## src/sbf_pkg.sv

```systemverilog
// sbf_pkg: widths, thresholds, cause codes and helper functions shared by the
// strand/read bias filter modules. No dependencies.
`timescale 1ns / 1ps
`default_nettype none

package sbf_pkg;

    // per-sample count width and running-sum width
    localparam int unsigned COUNT_WIDTH = 16;
    localparam int unsigned SUM_WIDTH   = 32;

    // stream payload widths
    localparam int unsigned NUM_COUNTS  = 5;
    localparam int unsigned IN_DATA_W   = ((NUM_COUNTS * COUNT_WIDTH + 7) / 8) * 8;
    localparam int unsigned DEPTH_OUT_W = 32;
    localparam int unsigned OUT_FIELD_W = 1 + 2 + DEPTH_OUT_W + 1;
    localparam int unsigned OUT_DATA_W  = ((OUT_FIELD_W + 7) / 8) * 8;
    localparam int unsigned OUT_PAD_W   = OUT_DATA_W - OUT_FIELD_W;

    // internal arithmetic widths
    localparam int unsigned INC_W  = COUNT_WIDTH + 1;
    localparam int unsigned ADD_W  = ((SUM_WIDTH > INC_W) ? SUM_WIDTH : INC_W) + 1;
    localparam int unsigned DIFF_W = SUM_WIDTH + 1;
    localparam int unsigned PROD_W = SUM_WIDTH + 17;

    // queue between accumulator and decision pipeline
    localparam int unsigned QUEUE_DEPTH = 2;
    localparam int unsigned QPTR_W      = $clog2(QUEUE_DEPTH);
    localparam int unsigned QCNT_W      = $clog2(QUEUE_DEPTH + 1);

    // quality exemption minimum
    localparam int unsigned EXEMPT_MIN = 5;

    // deviation scale: |2n - d| * DEV_SCALE > d * T  <=>  dev > T / 100000
    localparam int unsigned DEV_SCALE = 50000;
    localparam int unsigned TH_50     = 49999;
    localparam int unsigned TH_45     = 45000;
    localparam int unsigned TH_40     = 40000;
    localparam int unsigned TH_37     = 37000;
    localparam int unsigned TH_35     = 35000;
    localparam int unsigned TH_34     = 34000;
    localparam int unsigned TH_INDEL  = 7000;

    // depth limits for the strand test
    localparam int unsigned SB_D1 = 30;
    localparam int unsigned SB_D2 = 80;
    localparam int unsigned SB_D3 = 200;
    localparam int unsigned SB_D4 = 500;
    // depth limits for the read test
    localparam int unsigned RB_D0 = 10;
    localparam int unsigned RB_D1 = 40;
    localparam int unsigned RB_D2 = 100;
    localparam int unsigned RB_D3 = 500;

    // cause codes
    localparam logic [1:0] CAUSE_KEEP   = 2'd0;
    localparam logic [1:0] CAUSE_STRAND = 2'd1;
    localparam logic [1:0] CAUSE_READ   = 2'd2;

    // finished sums of one variant
    typedef struct packed {
        logic [SUM_WIDTH-1:0] depth;
        logic [SUM_WIDTH-1:0] reversed;
        logic [SUM_WIDTH-1:0] first_read;
        logic                 exempt;
        logic                 indel;
    } summary_t;

    function automatic logic [SUM_WIDTH-1:0] sat_add(
        input logic [SUM_WIDTH-1:0] acc,
        input logic [INC_W-1:0]     inc
    );
        logic [ADD_W-1:0] sum;
        sum = ADD_W'(acc) + ADD_W'(inc);
        if (sum > ADD_W'({SUM_WIDTH{1'b1}}))
            return {SUM_WIDTH{1'b1}};
        else
            return sum[SUM_WIDTH-1:0];
    endfunction

    function automatic logic [DIFF_W-1:0] abs_dev(
        input logic [SUM_WIDTH-1:0] n,
        input logic [SUM_WIDTH-1:0] d
    );
        logic [DIFF_W-1:0] twice;
        logic [DIFF_W-1:0] dext;
        twice = {n, 1'b0};
        dext  = DIFF_W'(d);
        if (twice >= dext)
            return twice - dext;
        else
            return dext - twice;
    endfunction

    function automatic logic [DEPTH_OUT_W-1:0] depth_clip(input logic [SUM_WIDTH-1:0] d);
        logic [SUM_WIDTH+DEPTH_OUT_W-1:0] w;
        w = (SUM_WIDTH + DEPTH_OUT_W)'(d);
        if (w > (SUM_WIDTH + DEPTH_OUT_W)'({DEPTH_OUT_W{1'b1}}))
            return {DEPTH_OUT_W{1'b1}};
        else
            return w[DEPTH_OUT_W-1:0];
    endfunction

endpackage

`default_nettype wire

```

## src/sbf_queue.sv

```systemverilog
// sbf_queue: short first-in first-out queue of variant summaries between the
// accumulator and the decision pipeline. Uses sbf_pkg.
`timescale 1ns / 1ps
`default_nettype none

module sbf_queue (
    input  wire                 clk,
    input  wire                 rst_n,
    input  wire                 push,
    input  wire sbf_pkg::summary_t push_data,
    output logic                push_ready,
    output logic                pop_valid,
    output sbf_pkg::summary_t   pop_data,
    input  wire                 pop
);
    import sbf_pkg::*;

    summary_t            entry_reg [QUEUE_DEPTH];
    logic [QPTR_W-1:0]   wr_ptr_reg, wr_ptr_next;
    logic [QPTR_W-1:0]   rd_ptr_reg, rd_ptr_next;
    logic [QCNT_W-1:0]   count_reg, count_next;
    logic                do_push, do_pop;

    assign push_ready = (count_reg != QCNT_W'(QUEUE_DEPTH));
    assign pop_valid  = (count_reg != '0);
    assign pop_data   = entry_reg[rd_ptr_reg];
    assign do_push    = push && push_ready;
    assign do_pop     = pop && pop_valid;

    always_comb
    begin
        wr_ptr_next = do_push ? wr_ptr_reg + 1'b1 : wr_ptr_reg;
        rd_ptr_next = do_pop ? rd_ptr_reg + 1'b1 : rd_ptr_reg;
        count_next  = count_reg;
        if (do_push && !do_pop)
            count_next = count_reg + 1'b1;
        else if (do_pop && !do_push)
            count_next = count_reg - 1'b1;
    end

    always_ff @(posedge clk)
    begin
        if (do_push)
            entry_reg[wr_ptr_reg] <= push_data;
    end

    always_ff @(posedge clk or negedge rst_n)
    begin
        if (!rst_n)
        begin
            wr_ptr_reg <= '0;
            rd_ptr_reg <= '0;
            count_reg  <= '0;
        end
        else
        begin
            wr_ptr_reg <= wr_ptr_next;
            rd_ptr_reg <= rd_ptr_next;
            count_reg  <= count_next;
        end
    end

endmodule

`default_nettype wire

```

## config.mk

```make
export PLATFORM = sky130hd
export DESIGN_NAME = sbf_queue
export DESIGN_NICKNAME = d
export VERILOG_FILES = /design/src/sbf_pkg.sv /design/src/sbf_queue.sv
export SDC_FILE = /design/constraint.sdc
export NUM_CORES = 1
export LEC_CHECK = 0
export ABC_AREA = 1
export BUFFER_PORTS_ARGS = -buffer_cell sky130_fd_sc_hd__buf_2
export CORE_AREA = 5 5 123 125
export CTS_BUF_LIST = sky130_fd_sc_hd__clkbuf_8
export DETAILED_ROUTE_END_ITERATION = 8
export DIE_AREA = 0 0 128 130
export PLACE_DENSITY = 0.81
export SLEW_MARGIN = 40
export SYNTH_ARGS = -nofsm -noshare
export SYNTH_HDL_FRONTEND = slang
export SYNTH_SLANG_ARGS = --single-unit
```

## constraint.sdc

```tcl
create_clock -name clk -period 6.75 [get_ports clk]
set_input_delay 0 -clock clk [delete_from_list [all_inputs] [get_ports clk]]
set_output_delay 0 -clock clk [all_outputs]
set_load 0.01 [all_outputs]
```

### After elaboration in Yosys (flattened, before gate mapping)

Memory sizes are Yosys's and may differ from the RTL's.
Index checks and enable logic that the tools add are counted.

| storage, ports and cells | value |
|---|---|
| register bits after elaboration | 4 |
| latch bits | 0 |
| RAM bits | 196 |
| ROM bits | 0 |
| logic and storage cells | 21 |
| memories | 1 |

Memory list:

| memory | depth | width | rd ports | clocked after memory_dff | wr ports | RTL line | text |
|---|---|---|---|---|---|---|---|
| entry_reg | 2 | 98 | 1 | 0 | 1 | sbf_queue.sv:18 | `summary_t entry_reg [QUEUE_DEPTH];` |

| operators by class | value |
|---|---|
| $add $sub $neg | 4 |
| multiply operators | 0 |
| divide/modulo/power cells | 0 |
| $lt $le $gt $ge | 0 |
| equality and inequality tests | 1 |
| shift operators | 0 |
| multiplexer cells | 4 |
| bitwise operators | 0 |
| reductions and logical operators | 8 |

Operators with widths:

| cell | count |
|---|---|
| $logic_and A1 B1 Y1 | 4 |
| $mux W2 | 2 |
| $reduce_bool A2 Y1 | 2 |
| $add A1 B1 Y1 const B | 2 |
| $add A2 B1 Y2 const B | 1 |
| $logic_not A1 Y1 | 2 |
| $mux W1 | 2 |
| $ne A2 B2 Y1 const B | 1 |
| $sub A2 B1 Y2 const B | 1 |

### Logic depth before layout (Yosys ltp)

| logic depth | value |
|---|---|
| word-level depth | 6 |
| depth in mapped cells | 10 |

### Least setup slack after synthesis

OpenSTA, ideal clock, no wires.

| timing path | value |
|---|---|
| path kind | reg2reg |
| start point | register count_reg[0] |
| end point | memory entry_reg[0][0] (netlist name) (enable) |
| arrival time | 4.753 ns |
| data required time | 6.194 ns |
| path slack | 1.441 ns |
| stages on the path, launching flop included | 5 |
| period minus slack after synthesis | 5.309 ns |
| path through | dfrtp_1 -> inv_1 -> nand2_1 -> nand2_1 -> nor2_1 |

| between the ends | value |
|---|---|
| longest elaborated chain between the ends | 4 |

RTL lines:

| element | RTL line | text |
|---|---|---|
| start, declared | sbf_queue.sv:21 | `logic [QCNT_W-1:0] count_reg, count_next;` |
| start signal, assigned | sbf_queue.sv:59 | `count_reg <= count_next;` |
| $ne A2 B2 Y1 | sbf_queue.sv:24 | `assign push_ready = (count_reg != QCNT_W'(QUEUE_DEPTH));` |
| via push_ready | sbf_queue.sv:11 | `output logic push_ready,` |
| $logic_and A1 B1 Y1 | sbf_queue.sv:27 | `assign do_push = push && push_ready;` |
| $mux W1 | sbf_queue.sv:43 | `if (do_push)` |
| $mux W1 (not written as such) | sbf_queue.sv:44 | `entry_reg[wr_ptr_reg] <= push_data;` |
| end, declared | sbf_queue.sv:18 |  |

The timed path passes the listed nets, and every way through them passes these cells.

### Worst setup path after layout

| timing path | value |
|---|---|
| start point | register count_reg[0] |
| end point | memory entry_reg[0][91] (netlist name) (enable) |

| between the ends | value |
|---|---|
| longest elaborated chain between the ends | 4 |

RTL lines:

| element | RTL line |
|---|---|
| $ne A2 B2 Y1 | sbf_queue.sv:24 |
| $logic_and A1 B1 Y1 | sbf_queue.sv:27 |
| $mux W1 | sbf_queue.sv:43 |
| $mux W1 (not written as such) | sbf_queue.sv:44 |

No other way between the ends.

==> flow_summary_export.csv <==
group,metric,value,unit
synth,synth_seq_cells,200,
timing,fmax,435.1,MHz
min_path,hold_class,"in2reg",
die,placementRows,43,
critical_path,critPathCaptureType,"flip-flop",
global_routing,grt_pass1_vias,5206,
global_routing,antenna_found_initial,1,
power_and_ir_drop,fin_total_pwr,3.855,mW
flow_run,max_cap_viol_count,0,
clock_network,h-tree-depth,4,
critical_path,arrival,2380,ps
place,pre_cts_ws,4510,ps
drt,viasPerCell,4.846,
layout,area_delta_synth_final,35.41,%
critical_path,worst_setup_path_start_kind,"flip-flop",
clock_network,cts_tree,"built",
power_and_ir_drop,ir_drop,0.2435,mV
timing,drv_slew,0,
drt,finalWirelength,16860,µm
timing,finClkSkew,11.28,ps
run_status,status,"complete, no violations",
clock_network,clock_latency,450,ps
synth,postSynthCellCount,540,
layout,largest_reg_flops,196,
die,start_util,53.25,%
synth,syn_nets,643,
timing,max-slew-margin-rel,44.91,%
die,coreArea,13770,µm²
die,fp.dieH,130,µm
drt,drc,0,
place,hpwl,9498,µm
synth,syn_area_per_cell,13.58,µm²
die,ios,202,
timing,finalHoldViolations,0,
layout,final_cell_count_no_fill,1039,
synth,syn_area,7335,µm²
synth,synth_seq_area_share,81.61,%
critical_path,r2r_slack,4450,ps
timing,whs,266.1,ps
drt,wire_per_inst,16.22,µm
drt,drt_iter0_markers,332,
layout,stdcell_area,9932,µm²
timing,worst_slack,4452,ps
layout,nFillCells,861,
die,die_area,16640,µm²
timing,fin_crit_sh,34.05,%
critical_path,cp.required,6830,ps
layout,ff_latch_area,5989,µm²
place,place.gp.congestion,0.7828,
power_and_ir_drop,p_leak,4.266,nW
clock_network,cts_buffer_depth,2,
layout,multiInputGateArea,1210,µm²
layout,post-route-util,72.11,%
drt,drtPass1Iterations,4,
timing,period_needed,2298,ps
global_routing,grt_pass1_wl,25790,µm
timing,rsz0062_at_grt,"no",
timing,setup_violations,0,
drt,num_vias,5035,
synth,synth_warnings,0,
layout,fin_nets,947,
synth,synth.distinct_cells,14,
clock_network,clock_sinks,200,
place,placed_area,8496,µm²
clock_network,root_buffer,"clkbuf_8",
timing,fin_tns_setup,0,ps
clock_network,cts.clk_slew.worst_paths,100,ps
global_routing,grt_max_degree,100,
global_routing,grt_usage,20.48,%
power_and_ir_drop,power_density,388.1,nW/µm²
place,dp_cells,903,
layout,drive_gt1_share,27.77,%
drt,antenna_left,0,
timing,tightest_slew,826.3,ps
clock_network,cts_buffers,17,
global_routing,grt.overflow.total,0,
critical_path,cp_max_fo,84,
die,dieWidth,128,µm
critical_path,critical_path_class,"reg2reg",
place,portBuffers,201,
==> critical path, cell delays in order (launching register included) <==
cell	delay, ps
dfrtp_1	390
inv_1	90
nand2_1	80
nand2_1	180
nor2_4	440
buf_6	630
==> what timing repair did <==
action | in CTS | in global routing
hold endpoints to repair | 203 | 0
hold buffers | 102 | 0
buffers inserted | 0 | 0
gates resized for setup | 0 | 0
==> cells by family after synthesis <==
group                      Yosys count  share of synthesized area, %
and+or+nand+nor                    309                         15.88
DFF                                200                         81.61
buffers and inverters               28                         2.098
xor gates and xnor gates             2                        0.2389
adders and majority gates            1                        0.1706
==> final timing paths <==
check                               from               end  cells past startpoint
hold / removal             push_data[65]  entry_reg[1][65]                      2
min in group asynchronous          rst_n        wr_ptr_reg                      3
setup / recovery            count_reg[0]  entry_reg[0][91]                      5
setup reg to reg            count_reg[0]  entry_reg[0][91]                      5
hold reg to reg             count_reg[0]      count_reg[0]                      1
max in group asynchronous          rst_n        rd_ptr_reg                      3
==> synthesized netlist by cell type, drive strengths merged <==
master	count	share of area [%]
nor2	2	0.10
nand3	2	0.14
xor2	1	0.12
inv	7	0.39
dfrtp	4	1.4
edfxtp	196	80
xnor2	1	0.12
buf	21	1.7
nand2	304	16
ha	1	0.17
nand4	1	0.085
==> layout make-up <==
class / count / area share (%)
antenna: 2 / 0.05039
sequential: 200 / 60.30
clock buffer: 17 / 2.356
tap: 180 / 2.268
multi-input combinational: 312 / 12.18
clock inverter: 15 / 1.776
inverter: 7 / 0.3149
timing repair buffer: 306 / 20.75
==> power by group <==
group	switching (mW)	internal, mW
combinational	0.885	0.434
sequential	0.0704	1.70
clock	0.400	0.367
total	1.36	2.50
==> cell usage in the layout (no fill, tap or decap), types with 3 or more instances in the layout <==
| cell type | n |
|---|---|
| buf_2 | 201 |
| buf_6 | 3 |
| bufinv_16 | 3 |
| clkbuf_8 | 17 |
| clkinvlp_4 | 4 |
| dfrtp_1 | 3 |
| dlygate4sd3_1 | 102 |
| edfxtp_1 | 196 |
| inv_1 | 6 |
| inv_6 | 4 |
| nand2_1 | 304 |
==> layer usage <==
layer  vias to the layer above  track usage [%]  routed length, µm
met5                         -                0                  0
met4                         0            9.800                559
met3                        49            4.912               1151
met2                       228            36.85               8917
met1                      2330            23.01               6226
li1                       2428                -                  -
No activity file was read; power rests on OpenSTA's default activity.
