### src/sbf_pkg.sv
// sbf_pkg: widths, thresholds, cause codes and helper functions shared by the
// strand/read bias filter modules. No dependencies.
`timescale 1ns / 1ps
`default_nettype none

package sbf_pkg;

    // per-sample count width and running-sum width
    localparam int unsigned COUNT_WIDTH = 16;
    localparam int unsigned SUM_WIDTH   = 32;

    // stream payload widths
    localparam int unsigned NUM_COUNTS  = 5;
    localparam int unsigned IN_DATA_W   = ((NUM_COUNTS * COUNT_WIDTH + 7) / 8) * 8;
    localparam int unsigned DEPTH_OUT_W = 32;
    localparam int unsigned OUT_FIELD_W = 1 + 2 + DEPTH_OUT_W + 1;
    localparam int unsigned OUT_DATA_W  = ((OUT_FIELD_W + 7) / 8) * 8;
    localparam int unsigned OUT_PAD_W   = OUT_DATA_W - OUT_FIELD_W;

    // internal arithmetic widths
    localparam int unsigned INC_W  = COUNT_WIDTH + 1;
    localparam int unsigned ADD_W  = ((SUM_WIDTH > INC_W) ? SUM_WIDTH : INC_W) + 1;
    localparam int unsigned DIFF_W = SUM_WIDTH + 1;
    localparam int unsigned PROD_W = SUM_WIDTH + 17;

    // queue between accumulator and decision pipeline
    localparam int unsigned QUEUE_DEPTH = 2;
    localparam int unsigned QPTR_W      = $clog2(QUEUE_DEPTH);
    localparam int unsigned QCNT_W      = $clog2(QUEUE_DEPTH + 1);

    // quality exemption minimum
    localparam int unsigned EXEMPT_MIN = 5;

    // deviation scale: |2n - d| * DEV_SCALE > d * T  <=>  dev > T / 100000
    localparam int unsigned DEV_SCALE = 50000;
    localparam int unsigned TH_50     = 49999;
    localparam int unsigned TH_45     = 45000;
    localparam int unsigned TH_40     = 40000;
    localparam int unsigned TH_37     = 37000;
    localparam int unsigned TH_35     = 35000;
    localparam int unsigned TH_34     = 34000;
    localparam int unsigned TH_INDEL  = 7000;

    // depth limits for the strand test
    localparam int unsigned SB_D1 = 30;
    localparam int unsigned SB_D2 = 80;
    localparam int unsigned SB_D3 = 200;
    localparam int unsigned SB_D4 = 500;
    // depth limits for the read test
    localparam int unsigned RB_D0 = 10;
    localparam int unsigned RB_D1 = 40;
    localparam int unsigned RB_D2 = 100;
    localparam int unsigned RB_D3 = 500;

    // cause codes
    localparam logic [1:0] CAUSE_KEEP   = 2'd0;
    localparam logic [1:0] CAUSE_STRAND = 2'd1;
    localparam logic [1:0] CAUSE_READ   = 2'd2;

    // finished sums of one variant
    typedef struct packed {
        logic [SUM_WIDTH-1:0] depth;
        logic [SUM_WIDTH-1:0] reversed;
        logic [SUM_WIDTH-1:0] first_read;
        logic                 exempt;
        logic                 indel;
    } summary_t;

    function automatic logic [SUM_WIDTH-1:0] sat_add(
        input logic [SUM_WIDTH-1:0] acc,
        input logic [INC_W-1:0]     inc
    );
        logic [ADD_W-1:0] sum;
        sum = ADD_W'(acc) + ADD_W'(inc);
        if (sum > ADD_W'({SUM_WIDTH{1'b1}}))
            return {SUM_WIDTH{1'b1}};
        else
            return sum[SUM_WIDTH-1:0];
    endfunction

    function automatic logic [DIFF_W-1:0] abs_dev(
        input logic [SUM_WIDTH-1:0] n,
        input logic [SUM_WIDTH-1:0] d
    );
        logic [DIFF_W-1:0] twice;
        logic [DIFF_W-1:0] dext;
        twice = {n, 1'b0};
        dext  = DIFF_W'(d);
        if (twice >= dext)
            return twice - dext;
        else
            return dext - twice;
    endfunction

    function automatic logic [DEPTH_OUT_W-1:0] depth_clip(input logic [SUM_WIDTH-1:0] d);
        logic [SUM_WIDTH+DEPTH_OUT_W-1:0] w;
        w = (SUM_WIDTH + DEPTH_OUT_W)'(d);
        if (w > (SUM_WIDTH + DEPTH_OUT_W)'({DEPTH_OUT_W{1'b1}}))
            return {DEPTH_OUT_W{1'b1}};
        else
            return w[DEPTH_OUT_W-1:0];
    endfunction

endpackage

`default_nettype wire

### src/sbf_front.sv
// sbf_front: accepts sample records, keeps saturating running sums and the
// exemption/indel flags, and hands one summary per variant to the queue. Uses sbf_pkg.
`timescale 1ns / 1ps
`default_nettype none

module sbf_front (
    input  wire                              clk,
    input  wire                              rst_n,
    input  wire                              rec_valid,
    output logic                             rec_ready,
    input  wire  [sbf_pkg::COUNT_WIDTH-1:0]  high_quality_support,
    input  wire  [sbf_pkg::COUNT_WIDTH-1:0]  low_quality_support,
    input  wire  [sbf_pkg::COUNT_WIDTH-1:0]  proper_pair_count,
    input  wire  [sbf_pkg::COUNT_WIDTH-1:0]  reversed_count,
    input  wire  [sbf_pkg::COUNT_WIDTH-1:0]  first_read_count,
    input  wire                              indel_flag,
    input  wire                              last_sample,
    output logic                             push,
    output sbf_pkg::summary_t                push_data,
    input  wire                              push_ready
);
    import sbf_pkg::*;

    logic [SUM_WIDTH-1:0] depth_sum_reg, depth_sum_next;
    logic [SUM_WIDTH-1:0] rev_sum_reg, rev_sum_next;
    logic [SUM_WIDTH-1:0] first_sum_reg, first_sum_next;
    logic                 exempt_reg, exempt_next;
    logic                 indel_reg, indel_next;
    logic                 first_rec_reg, first_rec_next;

    logic                 accept;
    logic [SUM_WIDTH-1:0] depth_upd, rev_upd, first_upd;
    logic                 exempt_upd, indel_upd;

    // records are only taken while the queue can hold a summary
    assign rec_ready = push_ready;
    assign accept    = rec_valid && rec_ready;

    always_comb
    begin
        depth_upd  = sat_add(depth_sum_reg,
                             INC_W'(high_quality_support) + INC_W'(low_quality_support));
        rev_upd    = sat_add(rev_sum_reg, INC_W'(reversed_count));
        first_upd  = sat_add(first_sum_reg, INC_W'(first_read_count));
        exempt_upd = exempt_reg
                     || ((high_quality_support >= COUNT_WIDTH'(EXEMPT_MIN))
                         && (proper_pair_count >= COUNT_WIDTH'(EXEMPT_MIN)));
        indel_upd  = first_rec_reg ? indel_flag : indel_reg;

        push_data.depth      = depth_upd;
        push_data.reversed   = rev_upd;
        push_data.first_read = first_upd;
        push_data.exempt     = exempt_upd;
        push_data.indel      = indel_upd;
        push                 = accept && last_sample;

        depth_sum_next = depth_sum_reg;
        rev_sum_next   = rev_sum_reg;
        first_sum_next = first_sum_reg;
        exempt_next    = exempt_reg;
        indel_next     = indel_reg;
        first_rec_next = first_rec_reg;
        if (accept)
        begin
            if (last_sample)
            begin
                // variant done, start fresh
                depth_sum_next = '0;
                rev_sum_next   = '0;
                first_sum_next = '0;
                exempt_next    = 1'b0;
                indel_next     = 1'b0;
                first_rec_next = 1'b1;
            end
            else
            begin
                depth_sum_next = depth_upd;
                rev_sum_next   = rev_upd;
                first_sum_next = first_upd;
                exempt_next    = exempt_upd;
                indel_next     = indel_upd;
                first_rec_next = 1'b0;
            end
        end
    end

    always_ff @(posedge clk or negedge rst_n)
    begin
        if (!rst_n)
        begin
            depth_sum_reg <= '0;
            rev_sum_reg   <= '0;
            first_sum_reg <= '0;
            exempt_reg    <= 1'b0;
            indel_reg     <= 1'b0;
            first_rec_reg <= 1'b1;
        end
        else
        begin
            depth_sum_reg <= depth_sum_next;
            rev_sum_reg   <= rev_sum_next;
            first_sum_reg <= first_sum_next;
            exempt_reg    <= exempt_next;
            indel_reg     <= indel_next;
            first_rec_reg <= first_rec_next;
        end
    end

endmodule

`default_nettype wire

### config.mk
export PLATFORM = sky130hd
export DESIGN_NAME = sbf_front
export DESIGN_NICKNAME = d
export VERILOG_FILES = /design/src/sbf_pkg.sv /design/src/sbf_front.sv
export SDC_FILE = /design/constraint.sdc
export NUM_CORES = 1
export LEC_CHECK = 0
export ABC_AREA = 1
export BUFFER_PORTS_ARGS = -buffer_cell sky130_fd_sc_hd__buf_4
export CORE_MARGIN = 5
export CORE_UTILIZATION = 45
export CTS_BUF_LIST = sky130_fd_sc_hd__clkbuf_16
export DETAILED_ROUTE_END_ITERATION = 8
export GPL_TIMING_DRIVEN = 0
export PLACE_DENSITY = 0.67
export SYNTH_ARGS = -nofsm -noshare
export SYNTH_HDL_FRONTEND = slang
export SYNTH_SLANG_ARGS = --single-unit
### constraint.sdc
create_clock -name clk -period 5.7 [get_ports clk]
set_input_delay 1.425 -clock clk [delete_from_list [all_inputs] [get_ports clk]]
set_output_delay 1.425 -clock clk [all_outputs]
set_load 0.03 [all_outputs]
[Word level (Yosys, flattened, before mapping)]
Index checks and enable logic that the tools add are counted.
Storage, ports and cells
  flip-flop bits (word level): 99
  input bits: 86
  word-level logic and storage cells: 29
Operators by class
  $add $sub $neg: 4
  order comparisons: 5
  multiplexer cells: 10
  reductions and logical operators: 4
Operators with widths (number)
  $mux W32: 6
  $gt A33 B32 Y1 const B: 3
  $add A32 B16 Y33: 2
  $add A32 B17 Y33: 1
  $ge A16 B3 Y1 const B: 2
  $add A16 B16 Y17: 1
  $mux W1: 4
  $logic_and A1 B1 Y1: 3
  $logic_or A1 B1 Y1: 1

[Logic depth before layout (Yosys ltp)]
  depth after elaboration: 5
  depth in mapped cells: 18

[Worst setup path before layout]
OpenSTA, ideal clock, no wires.
  kind: input -> output
  from: in high_quality_support[1] (netlist bit)
  to: out push_data[83] (netlist bit)
  data arrival time: 3.523 ns
  required time: 4.275 ns
  setup slack: 0.752 ns
  cell stages on the path: 16
  buffers on the path: 0
  cells stage by stage: inv_1 > fa_1 > inv_1 > ha_1 > fa_1 > nand2_1 > nand2_1 > nand2_1 > nand2_1 > nand2_1 > nand2_1 > nand2_1 > nand2_1 > nand2_1 > nand2_1 > nand2_1
RTL lines
  from (decl): line sbf_front.sv:11  | input wire [sbf_pkg::COUNT_WIDTH-1:0] high_quality_support,
  to (decl): line sbf_front.sv:19  | output sbf_pkg::summary_t push_data,

==> metrics list <==
- The congestion estimate from routability-driven global placement came to just under 1.
* First-pass GRT wire length: ~50000 µm
- Arrival time at the worst endpoint: approximately 4 ns
* Clock insertion delay at the later pin of the skew report: around 0.37 ns
- Detailed Route Iter0 Violations: roughly 520
* Max VDD drop: around 0.35 mV
- Endpoint class of the critical path: primary output
* Start-to-end type of the worst setup path: in2out
- The floorplan has 54 rows.
* Synthesis-to-layout area growth: 21.11%
- Post-placement setup slack: 0.3216 ns
- Dividing the detail-routed wire length by the instance count gives approximately 15 µm.
- Detailed placer's ending HPWL: 25200 µm
- In this run the horizontal extent of the chip is about 160 µm.
- In this run the post-CTS setup repair buffer count came out at 0.
* Routed wire length: between 30000 and 40000 µm
- Post-synthesis cell type count: 42
- Final period demand of the worst path: roughly 5.4 ns
* I/O Buffers: approximately 190
- On the final layout, the worst clock skew is roughly 0.0092 ns.
- Summed over all cells, the static leakage comes to between 7 and 8 nW.
- The critical path ends at push_data[68].
* Leftover overflow at the end of global routing: 0
- Number of nets with antenna violations after detailed routing: 0
- Number of buffers inserted during clock tree synthesis: 9
* Total via count in the routed design: 10211
* Clock Tree Buf Depth: 2
* Post-synthesis net count: approximately 1700
- A synthesized cell averages 6.277 µm².
* Ranking of synthesized cells by area: sky130_fd_sc_hd__nand2_1 27%, sky130_fd_sc_hd__dfrtp_1 25%, sky130_fd_sc_hd__inv_1 8.3%, sky130_fd_sc_hd__ha_1 6.1%, sky130_fd_sc_hd__nand3_1 4.7%
* Reg2Reg Capture Point: depth_sum_reg[25]$_DFFE_PN0P_
- In this run, post-CTS hold repair placed 0 buffers.
- # fillers: ~2300
- Data required time of the critical path: between 4 and 5 ns
* Measured slew at the worst slew-check pin: just over 0.8 ns
* Via count of the first global-routing pass: 10155
* Hold violation count in the final report: 0
- Number of maximum-capacitance constraint violations: 0
* Unrepaired setup endpoints after global routing: no
* Height of the die: around 160 µm
- The worst setup path is launched from an input port.
* Detailed Routing Iterations Pass 1: 5
- After detailed routing, the number of vias per cell comes to approximately 5.0.
- Derived from the worst setup path, the maximum achievable clock frequency is around 0.18 GHz.
- Tightest Hold Check Type: reg2reg
- Total negative slack for setup checks: 0 ns
* Worst slew margin relative to its limit: a little under half
- For this run, the total global-route usage over all layers was measured as 25.00%.
- In this run the worst setup path begins at high_quality_support[3].
- CP max FO: 6
- Post-synth top flop: sky130_fd_sc_hd__dfrtp_1
* DRC violation count after routing: 0
* Antenna fix cells: 0
* Seq/Total Area, Yosys: about a quarter
- The number of slew-limit violations in the final report was 0.
- Startpoint of the worst-slack reg-to-reg timing path: depth_sum_reg[11]$_DFFE_PN0P_
- Total Die Area: roughly 0.025 mm²
* Reg clk slew, reported paths: roughly 0.07 ns
- Synthesis inferred 99 register bits.
- Of all flip-flops after synthesis, the portion carrying an async set or reset was 100.0%.
* Number of cells traversed by the worst register-to-register path: 13
- Clock tree root driver cell: sky130_fd_sc_hd__clkbuf_16
* Yosys warning count: 0
- Entering global routing, the biggest net connects 100 pins.
* Number of primary I/O pins: between 150 and 200
- Status: completed
* Setup slack on the worst flop-to-flop path: approximately 2.9 ns
* Final period util: 95.49%
- For this design the ratio of total power to cell area is approximately 440 mW/mm².
- Sinks on the clock net: 99
* Post-synth EDFFs: 0
* Setup WS post-layout: 0.2570 ns
* CTS tree: yes
- In the final layout, the share of cells above drive strength 1 is about 18%.
- Number of antenna violations at the first check in global routing: 0
- Initial cell density of the core: a little under half
- Top cell type's share of synthesized area: between 20% and 30%
* Setup Viol. Count Final: 0
- Net count of the finished layout: between 1500 and 2000
* PostCTS Resize Cnt: 0
* Syn Std Cell Area: approximately 0.0099 mm²
- Floorplan core area: between 0.02 and 0.025 mm²
- Leading area contributor after synthesis: sky130_fd_sc_hd__nand2_1
- Post-Synthesis Cells: around 1600
- CTS built an H-tree with a depth of 3.
- Power consumption: approximately 0.0053 W
==> per-layer routing <==
layer,routed length (µm),GRT usage (%),share of wire [%],vias up
met3,1880,3.615,6.1,61
met1,13800,33.08,45,4581
li1,-,-,-,5268
met4,954,9.626,3.1,0
met2,14180,41.49,46,301
met5,0,0,0,-
==> logic make-up after synthesis <==
logic type / count (synthesis) / share of synthesized area (%)
and+or+nand+nor: 1044 / 47.14
buffers and inverters: 262 / 10.81
DFF: 99 / 25.06
adders and majority gates: 67 / 9.917
AOI/OAI and AO/OA: 64 / 3.529
xor gates and xnor gates: 40 / 3.542
==> layout make-up <==
class	instances	area (µm²)	share of cell area (%)
multi-input cells	1215	6344	52.95
flip-flops and latches	99	2479	20.69
repair buffers	186	1420	11.85
inverters	231	867.1	7.238
well taps	280	350.3	2.924
clock buffers	9	225.2	1.880
plain buffers	31	202.7	1.692
clock inverters	7	92.59	0.7728
==> Yosys cell counts (2+ instances only) <==
cell	n
sky130_fd_sc_hd__and2_1	3
sky130_fd_sc_hd__o21ai_2	2
sky130_fd_sc_hd__nand2_1	710
sky130_fd_sc_hd__nand3b_1	5
sky130_fd_sc_hd__nor3_2	8
sky130_fd_sc_hd__xnor2_1	35
sky130_fd_sc_hd__nand4_1	25
sky130_fd_sc_hd__or2_2	9
sky130_fd_sc_hd__nor2_1	91
sky130_fd_sc_hd__o21bai_1	6
sky130_fd_sc_hd__xor2_1	5
sky130_fd_sc_hd__nor3_1	17
sky130_fd_sc_hd__fa_1	19
sky130_fd_sc_hd__a21oi_1	28
sky130_fd_sc_hd__nand2_4	8
sky130_fd_sc_hd__a21o_1	2
sky130_fd_sc_hd__inv_2	11
sky130_fd_sc_hd__dfrtp_1	98
sky130_fd_sc_hd__buf_2	5
sky130_fd_sc_hd__inv_1	220
sky130_fd_sc_hd__nand3_4	4
sky130_fd_sc_hd__ha_1	48
sky130_fd_sc_hd__nand2_2	26
sky130_fd_sc_hd__nand3_2	28
sky130_fd_sc_hd__nor3_4	2
sky130_fd_sc_hd__buf_4	3
sky130_fd_sc_hd__o21ai_1	7
sky130_fd_sc_hd__nor2_4	4
sky130_fd_sc_hd__nand3_1	92
sky130_fd_sc_hd__o21ai_0	18
sky130_fd_sc_hd__nor4_1	7
sky130_fd_sc_hd__clkbuf_1	14
sky130_fd_sc_hd__buf_6	7
==> where the power goes <==
part | internal, W | switching [W]
clock network | 0.000385 | 0.000313
registers | 0.000843 | 0.000101
logic | 0.00128 | 0.00236
==> worst max-delay path, cell delays in order <==
cell and delay, ns:
sky130_fd_sc_hd__buf_4 0.12, sky130_fd_sc_hd__fa_1 0.48, sky130_fd_sc_hd__ha_1 0.37, sky130_fd_sc_hd__nand2_1 0.11, sky130_fd_sc_hd__nand3_1 0.22, sky130_fd_sc_hd__nand3_1 0.13
sky130_fd_sc_hd__nand2_1 0.15, sky130_fd_sc_hd__nand2_1 0.15, sky130_fd_sc_hd__nand3_2 0.10, sky130_fd_sc_hd__nand2_2 0.16, sky130_fd_sc_hd__inv_1 0.12, sky130_fd_sc_hd__or2_2 0.31
sky130_fd_sc_hd__buf_4 0.18
==> stage by stage <==
stage | area [µm²] | std cells | util [%] | hold slack [ns]
4_1_cts | 11950 | 2057 | 54.92 | 0.4851
5_1_grt | 11980 | 2058 | 55.07 | 0.5095
6_report | 11980 | 2058 | 55.07 | 0.4811
3_5_place_dp | 11630 | 2041 | 53.46 | 0.4658
2_1_floorplan | 9892 | 1576 | - | 0.4490
3_3_place_gp | 11630 | 2041 | 53.46 | 0.4629
==> placed cells by master, fill, tap and decap left out, types with 2 or more instances in the layout <==
cell type,instances
sky130_fd_sc_hd__o21ai_1,7
sky130_fd_sc_hd__o21ai_2,2
sky130_fd_sc_hd__nand3b_1,5
sky130_fd_sc_hd__bufinv_16,2
sky130_fd_sc_hd__nand3_2,28
sky130_fd_sc_hd__nand2_1,710
sky130_fd_sc_hd__nand3_1,92
sky130_fd_sc_hd__nor3_1,17
sky130_fd_sc_hd__o21bai_1,6
sky130_fd_sc_hd__or2_2,9
sky130_fd_sc_hd__nor3_4,2
sky130_fd_sc_hd__buf_4,187
sky130_fd_sc_hd__dfrtp_1,98
sky130_fd_sc_hd__buf_6,8
sky130_fd_sc_hd__nand4_1,25
sky130_fd_sc_hd__inv_1,221
sky130_fd_sc_hd__nor2_1,91
sky130_fd_sc_hd__inv_2,11
sky130_fd_sc_hd__a21oi_1,28
sky130_fd_sc_hd__buf_2,5
sky130_fd_sc_hd__nand2_4,8
sky130_fd_sc_hd__nor4_1,7
sky130_fd_sc_hd__xor2_1,5
sky130_fd_sc_hd__nor2_4,4
sky130_fd_sc_hd__o21ai_0,18
sky130_fd_sc_hd__clkbuf_1,14
sky130_fd_sc_hd__nand2_2,26
sky130_fd_sc_hd__clkbuf_16,9
sky130_fd_sc_hd__xnor2_1,35
sky130_fd_sc_hd__and2_1,3
sky130_fd_sc_hd__fa_1,19
sky130_fd_sc_hd__nor3_2,8
sky130_fd_sc_hd__nand3_4,4
sky130_fd_sc_hd__ha_1,48
sky130_fd_sc_hd__clkinvlp_4,2
sky130_fd_sc_hd__a21o_1,2
==> how the worst min path moves through the flow <==
stage,from,end,slack [ns],cells after the start
after floorplan,depth_sum_reg[1]$_DFFE_PN0P_,depth_sum_reg[1]$_DFFE_PN0P_,0.45,2
after global placement,depth_sum_reg[1]$_DFFE_PN0P_,depth_sum_reg[1]$_DFFE_PN0P_,0.46,2
after detailed placement,depth_sum_reg[1]$_DFFE_PN0P_,depth_sum_reg[1]$_DFFE_PN0P_,0.47,2
after CTS,depth_sum_reg[1]$_DFFE_PN0P_,depth_sum_reg[1]$_DFFE_PN0P_,0.49,2
after global routing,first_sum_reg[6]$_DFFE_PN0P_,first_sum_reg[6]$_DFFE_PN0P_,0.51,2
final,depth_sum_reg[1]$_DFFE_PN0P_,depth_sum_reg[1]$_DFFE_PN0P_,0.48,2
(Power assumes the default switching activity.)
